**src/pmat_pkg.sv**
```systemverilog
// Shared types and constants for the pulse meter with automatic threshold.
// Used by every module of the block; depends on nothing.
`default_nettype none

package pmat_pkg;

  // Sensor sample width.
  localparam int SAMPLE_BITS = 10;

  // Field and register widths.
  localparam int WINDOW_BITS    = 17;
  localparam int PPU_BITS       = 10;
  localparam int ENERGY_BITS    = 32;
  localparam int CFG_INDEX_BITS = 2;
  localparam int CFG_DATA_BITS  = 17;

  // Register reset values.
  localparam logic [SAMPLE_BITS-1:0] ARM_RESET    = SAMPLE_BITS'(150);
  localparam logic [WINDOW_BITS-1:0] WINDOW_RESET = WINDOW_BITS'(65000);
  localparam logic [PPU_BITS-1:0]    PPU_RESET    = PPU_BITS'(500);

  // Configuration register indexes.
  localparam logic [CFG_INDEX_BITS-1:0] REG_ARM_LEVEL       = 2'd0;
  localparam logic [CFG_INDEX_BITS-1:0] REG_WINDOW_TICKS    = 2'd1;
  localparam logic [CFG_INDEX_BITS-1:0] REG_PULSES_PER_UNIT = 2'd2;

  // Current configuration as seen by the datapath.
  typedef struct packed {
    logic [SAMPLE_BITS-1:0] arm_level;
    logic [WINDOW_BITS-1:0] window_ticks;
    logic [PPU_BITS-1:0]    pulses_per_unit;
  } cfg_t;

  // One result word.
  typedef struct packed {
    logic [ENERGY_BITS-1:0] energy_units;
    logic                   calibrated;
    logic [SAMPLE_BITS-1:0] level_threshold;
  } res_t;

endpackage

`default_nettype wire

```
**src/pulse_meter_auto_threshold.sv**
```systemverilog
// Top level of the pulse meter with automatic threshold: input register,
// output register and the config and core modules. Depends on pmat_pkg,
// pmat_cfg and pmat_core.
//
//   Channel   Handshake              Word
//   input     in_valid / in_ready    kind, sample
//   result    out_valid / out_ready  energy_units, calibrated, level_threshold
//   config    cfg_valid / cfg_ready  cfg_index, cfg_data
//
// One word per cycle is accepted while the result side is not stalled. Each word
// is held in the input register, and its result is then held in the result register
// until it is taken.
// Reset is synchronous; it sets the valid flags, config and meter state, not the data.
// A stalled result holds both registers; the input side stays ready while
// the input register is empty. Config writes are taken in every cycle.
`default_nettype none

module pulse_meter_auto_threshold
  import pmat_pkg::*;
(
  input  logic                      clk,
  input  logic                      rst,
  input  logic                      in_valid,
  output logic                      in_ready,
  input  logic                      kind,
  input  logic [SAMPLE_BITS-1:0]    sample,
  output logic                      out_valid,
  input  logic                      out_ready,
  output logic [ENERGY_BITS-1:0]    energy_units,
  output logic                      calibrated,
  output logic [SAMPLE_BITS-1:0]    level_threshold,
  input  logic                      cfg_valid,
  output logic                      cfg_ready,
  input  logic [CFG_INDEX_BITS-1:0] cfg_index,
  input  logic [CFG_DATA_BITS-1:0]  cfg_data
);

  cfg_t                   cfg;
  res_t                   res;
  logic                   stage_valid;
  logic                   stage_kind;
  logic [SAMPLE_BITS-1:0] stage_sample;
  logic                   advance;

  // The pipeline moves when the result register is free or being taken.
  assign advance  = !out_valid || out_ready;
  assign in_ready = !stage_valid || advance;

  pmat_cfg u_cfg (
    .clk       (clk),
    .rst       (rst),
    .cfg_valid (cfg_valid),
    .cfg_ready (cfg_ready),
    .cfg_index (cfg_index),
    .cfg_data  (cfg_data),
    .cfg       (cfg)
  );

  pmat_core u_core (
    .clk        (clk),
    .rst        (rst),
    .item_valid (stage_valid && advance),
    .kind       (stage_kind),
    .sample     (stage_sample),
    .cfg        (cfg),
    .res        (res)
  );

  // Input register.
  always_ff @(posedge clk) begin
    if (rst) begin
      stage_valid <= 1'b0;
    end else if (in_ready) begin
      stage_valid <= in_valid;
    end
    if (in_valid && in_ready) begin
      stage_kind   <= kind;
      stage_sample <= sample;
    end
  end

  // Result register.
  always_ff @(posedge clk) begin
    if (rst) begin
      out_valid <= 1'b0;
    end else if (advance) begin
      out_valid <= stage_valid;
    end
    if (advance && stage_valid) begin
      energy_units    <= res.energy_units;
      calibrated      <= res.calibrated;
      level_threshold <= res.level_threshold;
    end
  end

endmodule

`default_nettype wire

```
**src/pmat_cfg.sv**
```systemverilog
// Configuration register file for the pulse meter.
// Depends on pmat_pkg for widths, indexes and reset values.
`default_nettype none

module pmat_cfg
  import pmat_pkg::*;
(
  input  logic                      clk,
  input  logic                      rst,
  input  logic                      cfg_valid,
  output logic                      cfg_ready,
  input  logic [CFG_INDEX_BITS-1:0] cfg_index,
  input  logic [CFG_DATA_BITS-1:0]  cfg_data,
  output cfg_t                      cfg
);

  // Writes are always taken; an index past the list is dropped.
  assign cfg_ready = 1'b1;

  always_ff @(posedge clk) begin
    if (rst) begin
      cfg.arm_level       <= ARM_RESET;
      cfg.window_ticks    <= WINDOW_RESET;
      cfg.pulses_per_unit <= PPU_RESET;
    end else if (cfg_valid) begin
      case (cfg_index)
        REG_ARM_LEVEL:       cfg.arm_level       <= cfg_data[SAMPLE_BITS-1:0];
        REG_WINDOW_TICKS:    cfg.window_ticks    <= cfg_data[WINDOW_BITS-1:0];
        REG_PULSES_PER_UNIT: cfg.pulses_per_unit <= cfg_data[PPU_BITS-1:0];
        default: begin
        end
      endcase
    end
  end

endmodule

`default_nettype wire

```
**src/pmat_core.sv**
```systemverilog
// Meter state and its one-word update: arming, calibration window,
// threshold midpoint, pulse detection and energy counting.
// Depends on pmat_pkg.
`default_nettype none

module pmat_core
  import pmat_pkg::*;
(
  input  logic                   clk,
  input  logic                   rst,
  input  logic                   item_valid,
  input  logic                   kind,
  input  logic [SAMPLE_BITS-1:0] sample,
  input  cfg_t                   cfg,
  output res_t                   res
);

  typedef enum logic [1:0] {
    PH_IDLE = 2'd0,
    PH_CAL  = 2'd1,
    PH_DONE = 2'd2
  } phase_t;

  phase_t                 phase, phase_next;
  logic [SAMPLE_BITS-1:0] low_seen, low_seen_next;
  logic [SAMPLE_BITS-1:0] high_seen, high_seen_next;
  logic [WINDOW_BITS-1:0] window_left, window_left_next;
  logic [SAMPLE_BITS-1:0] detect_level, detect_level_next;
  logic                   above_flag, above_flag_next;
  logic [PPU_BITS-1:0]    pulse_count, pulse_count_next;
  logic [ENERGY_BITS-1:0] energy_count, energy_count_next;

  logic [SAMPLE_BITS:0]   mid_sum;
  logic [PPU_BITS-1:0]    pulse_tmp;

  assign mid_sum = {1'b0, low_seen} + {1'b0, high_seen};

  // Next state for the word in the input register.
  always_comb begin
    phase_next        = phase;
    low_seen_next     = low_seen;
    high_seen_next    = high_seen;
    window_left_next  = window_left;
    detect_level_next = detect_level;
    above_flag_next   = above_flag;
    pulse_count_next  = pulse_count;
    energy_count_next = energy_count;
    pulse_tmp         = pulse_count;
    case (phase)
      PH_CAL: begin
        if (kind) begin
          // A tick counts the window down; the last one sets the threshold.
          if (window_left <= WINDOW_BITS'(1)) begin
            window_left_next  = '0;
            detect_level_next = mid_sum[SAMPLE_BITS:1];
            phase_next        = PH_DONE;
          end else begin
            window_left_next = window_left - WINDOW_BITS'(1);
          end
        end else if (sample < low_seen) begin
          low_seen_next = sample;
        end else if (sample > high_seen) begin
          high_seen_next = sample;
        end
      end
      PH_DONE: begin
        if (!kind) begin
          // Rising crossing counts a pulse; a full count adds one unit.
          if (sample > detect_level) begin
            if (!above_flag) begin
              above_flag_next = 1'b1;
              pulse_tmp       = pulse_count + PPU_BITS'(1);
            end
          end else begin
            above_flag_next = 1'b0;
          end
          if (pulse_tmp >= cfg.pulses_per_unit) begin
            energy_count_next = energy_count + ENERGY_BITS'(1);
            pulse_tmp         = '0;
          end
          pulse_count_next = pulse_tmp;
        end
      end
      default: begin
        // Idle or an unused code: a bright sample starts calibration.
        if (!kind && (sample > cfg.arm_level)) begin
          low_seen_next    = sample;
          high_seen_next   = sample;
          window_left_next = cfg.window_ticks;
          phase_next       = PH_CAL;
        end
      end
    endcase
  end

  // State registers, updated once per word.
  always_ff @(posedge clk) begin
    if (rst) begin
      phase        <= PH_IDLE;
      low_seen     <= '0;
      high_seen    <= '0;
      window_left  <= '0;
      detect_level <= '0;
      above_flag   <= 1'b0;
      pulse_count  <= PPU_RESET;
      energy_count <= '0;
    end else if (item_valid) begin
      phase        <= phase_next;
      low_seen     <= low_seen_next;
      high_seen    <= high_seen_next;
      window_left  <= window_left_next;
      detect_level <= detect_level_next;
      above_flag   <= above_flag_next;
      pulse_count  <= pulse_count_next;
      energy_count <= energy_count_next;
    end
  end

  // The result shows the state after this word.
  assign res.energy_units    = energy_count_next;
  assign res.calibrated      = (phase_next == PH_DONE);
  assign res.level_threshold = detect_level_next;

endmodule

`default_nettype wire

```
**config.mk**
```make
export PLATFORM = sky130hd
export DESIGN_NAME = pulse_meter_auto_threshold
export DESIGN_NICKNAME = d
export VERILOG_FILES = /design/src/pmat_pkg.sv /design/src/pulse_meter_auto_threshold.sv /design/src/pmat_cfg.sv /design/src/pmat_core.sv
export SDC_FILE = /design/constraint.sdc
export NUM_CORES = 1
export LEC_CHECK = 0
export BUFFER_PORTS_ARGS = -buffer_cell sky130_fd_sc_hd__buf_2
export CAP_MARGIN = 5
export CORE_UTILIZATION = 40
export CTS_BUF_LIST = sky130_fd_sc_hd__clkbuf_4 sky130_fd_sc_hd__clkbuf_8 sky130_fd_sc_hd__clkbuf_16
export CTS_CLUSTER_DIAMETER = 30
export DETAILED_ROUTE_END_ITERATION = 6
export GPL_TIMING_DRIVEN = 0
export PLACE_DENSITY_LB_ADDON = 0.05
export SLEW_MARGIN = 20
export SYNTH_ARGS = -nofsm -noshare
export SYNTH_HDL_FRONTEND = slang
export SYNTH_SLANG_ARGS = --single-unit
export TNS_END_PERCENT = 10
```
**constraint.sdc**
```tcl
create_clock -name clk -period 4.7 [get_ports clk]
set_clock_uncertainty 0.05 [all_clocks]
set_input_delay 0.94 -clock clk [delete_from_list [all_inputs] [get_ports clk]]
set_output_delay 0.94 -clock clk [all_outputs]
set_load 0.1 [all_outputs]
```
==> reports/metrics.csv <==
metric,value,unit
most frequent cell after synthesis,nand2_1,
drt drc,0,
Ports,81,
Layout Cells excl Fill,1556,
layout cells sized above 1,13.1,%
PwrDens,335,mW/mm2
aggregate global-route resource usage,21.9,%
status,"complete, no violations",
Cell variety after synth,66,
first-pass GRT wire length,41600,um
1st-iter DRT viols,560,
post-synthesis sequential area ratio,43.4,%
Post-synth EDFFs,54,
number of max-cap violations,0,
ys flop type,dfxtp_1,
Syn Nets,1214,
DIE WIDTH,158,um
Mean Syn Cell Area,8.78,um2
met3 usage,3.40,%
CP Launch Type,flop,
Min-Delay Path Class,reg2reg,
Clk network pwr share,38.6,%
CTS H-tree lvls,4,
WHS,405,ps
Clock Path Buffers,2,
die area,0.0251,mm2
drt pass-1 iters,5,
CTS tree,done,
#FFs+latches synth,185,
Vias/cell,5.20,
Die Span Y,158,um
largest net degree at the start of global routing,30,
critical path type,reg2reg,
dpl cells,1511,
"Hold-fix buffers, CTS",0,
clock root buffer,clkbuf_16,
M1 GR Usage,30.5,%
Flop pwr share,45.5,%
PortBufs,78,
antenna-violating nets left,0,
initial antenna violation count,0,
setup violators final,0,
"Async S/R FF share, synth",0,%
fin nets,1325,
clock-pin slew on the worst setup and hold paths,80,ps
total CTS buffers,17,
drt wl/cell,16.7,um
Comb pwr share,15.9,%
crit path max fanout,10,
Required @ worst endpoint,4840,ps
Worst Path Arrival,4570,ps
period utilisation layout,94.3,%
Slew HR,50.0,%
Mapped Area,0.00977,mm2
clock sinks,185,
synthesis warning total,0,
CP endpoint kind,flop,
grt peak-use layer,met2,
DRT Wirelength,25900,um
"Remaining Overflow, GRT",0,
Max VDD drop,0.179,mV
Layout area overhead,15.9,%
Synth area leader,dfxtp_1,
NetSw,0.00118,W
Synth area leaders,"dfxtp_1 27%, edfxtp_1 17%, ha_1 8.3%, nand2_1 5.3%, nor2_1 4.1%",
HPWL Detailed,19000,um
antenna fix cells,0,
Cells after Synth,1113,
vias in the first global route,7760,
slowest cell on the critical path,edfxtp_1,
Initial Utilization,41.3,%
area share of the largest cell type after synthesis,26.8,%
Pint,0.00261,W
vias,8090,
M2 GR Usage,35.1,%
Core Area,0.0237,mm2
cell leakage power,4.44,nW
worst-margin pin slew,744,ps
worst setup margin,266,ps
Max Freq,226,MHz
# rows,56,
"top cells by count, synth","139 x nand2_1, 131 x dfxtp_1, 106 x nor2_1",
layout filler cell count,2359,
pre-CTS WS,-689,ps
Critical Path Max Stage Delay,520,ps
latest clock arrival within the worst-skew pair,450,ps
sw frac,31.1,%
final hold vios,0,
unrepaired setup endpoints after global routing,yes,
GPL Wtd Cong,0.833,
min Tclk post-route,4430,ps
CP Cell Sequence,ha_1 > nand4_1 > o21bai_1 > a21oi_1 > o31a_1 > buf_2 > and2_1 > nand3_1 > xnor2_1 > ha_1 > a21oi_1 > o21ai_0 > a31oi_1 > o21ba_4 > nor2_4 > clkbuf_4 > nand2_1 > xnor2_1,
final count of pins violating max slew,0,
==> logic make-up after synthesis <==
family,synth area share [%]
other,0.0384
XOR/XNOR,6.90
AO/OA/AOI/OAI,12.9
multiplexers,1.66
adder cells (fa/ha/maj),8.53
AND/OR/NAND/NOR,21.9
buffers and inverters,4.69
flip-flops,43.4
==> placed cells by master, fill, tap and decap left out, types with 13 or more instances in the layout <==
cell       instances
nor2b_1           13
mux2i_1           14
nor2_1           105
ha_1              65
buf_2             83
inv_1             63
nand4_1           20
nand2b_1          15
a21o_1            17
nor3_1            33
o211ai_1          15
buf_4             17
edfxtp_1          54
xnor2_1           42
clkbuf_16         17
dfxtp_1          131
nand3_1           59
nand2_1          137
o21ai_0           48
clkbuf_1          40
a21oi_1           71
xor2_1            35
==> power groups by stage <==
| stage | Clock [W] | Combinational (W) | Sequential, W |
|---|---|---|---|
| 6_report | 0.00147 | 0.000604 | 0.00173 |
| 3_5_place_dp | 0 | 0.000582 | 0.00177 |
| 2_1_floorplan | 0 | 0.000299 | 0.00188 |
| 3_3_place_gp | 0 | 0.000574 | 0.00177 |
| 5_1_grt | 0.00155 | 0.000661 | 0.00173 |
| 4_1_cts | 0.00149 | 0.000587 | 0.00173 |
==> per-stage QoR <==
stage | setup TNS [ps] | cell area, um2 | total power, W | util (%)
floorplan | 0 | 9770 | 0.00218 | -
global placement | -13320 | 10600 | 0.00234 | 44.6
detailed placement | -13550 | 10600 | 0.00235 | 44.7
CTS | 0 | 11200 | 0.00381 | 47.2
global route | -46.9 | 11300 | 0.00395 | 47.8
finish | 0 | 11300 | 0.00380 | 47.8
==> worst max-delay path: cells and delay by family (launching register included) <==
family / cells / cell delay [ps]
buf+inv: 2 / 570
xor+xnor: 2 / 310
simple gates: 5 / 770
compound gates: 7 / 1290
flops: 1 / 520
fa+ha+maj: 2 / 640
==> layout make-up <==
type / count / area [um2] / area share, %
Multi-Input combinational cell: 810 / 5110 / 45.1
Buffer: 53 / 226 / 2.00
Clock inverter: 15 / 156 / 1.38
Timing Repair Buffer: 93 / 523 / 4.62
Clock buffer: 17 / 425 / 3.76
Inverter: 64 / 240 / 2.12
Sequential cell: 185 / 4240 / 37.5
Tap cell: 319 / 399 / 3.52
==> metal layers <==
layer	routed length, um	part of all wire [%]
met5	0	0
met4	223	0.86
met3	795	3.1
met2	11900	46
met1	13000	50
==> timing repair <==
item,4_1_cts,5_1_grt
pin swaps,0,1
buffers inserted,0,14
gates resized for setup,8,15
endpoints found under the setup margin,51,56
==> registers in the layout (all words and copies together) (netlist names) <==
register	cells
u_core.energy_count	32
stage_kind	1
u_core.high_seen	10
u_core.pulse_count	10
stage_valid	1
u_core.detect_level	10
u_core.phase	2
u_core.above_flag	1
level_threshold	10
stage_sample	10
u_core.low_seen	10
out_valid	1
calibrated	1
energy_units	32
u_core.window_left	17
u_cfg.cfg	37
==> path summary, 6_finish.rpt <==
path / endpoint / cells after the start / slack (ps) / startpoint
worst min register to register: u_core.detect_level[4] / 2 / 410 / u_core.detect_level[4]
worst max-delay path: energy_units[25] / 18 / 270 / stage_sample[4]
worst min-delay path: u_core.detect_level[4] / 2 / 410 / u_core.detect_level[4]
worst max register to register: energy_units[25] / 18 / 270 / stage_sample[4]
(Power assumes the default switching activity.)
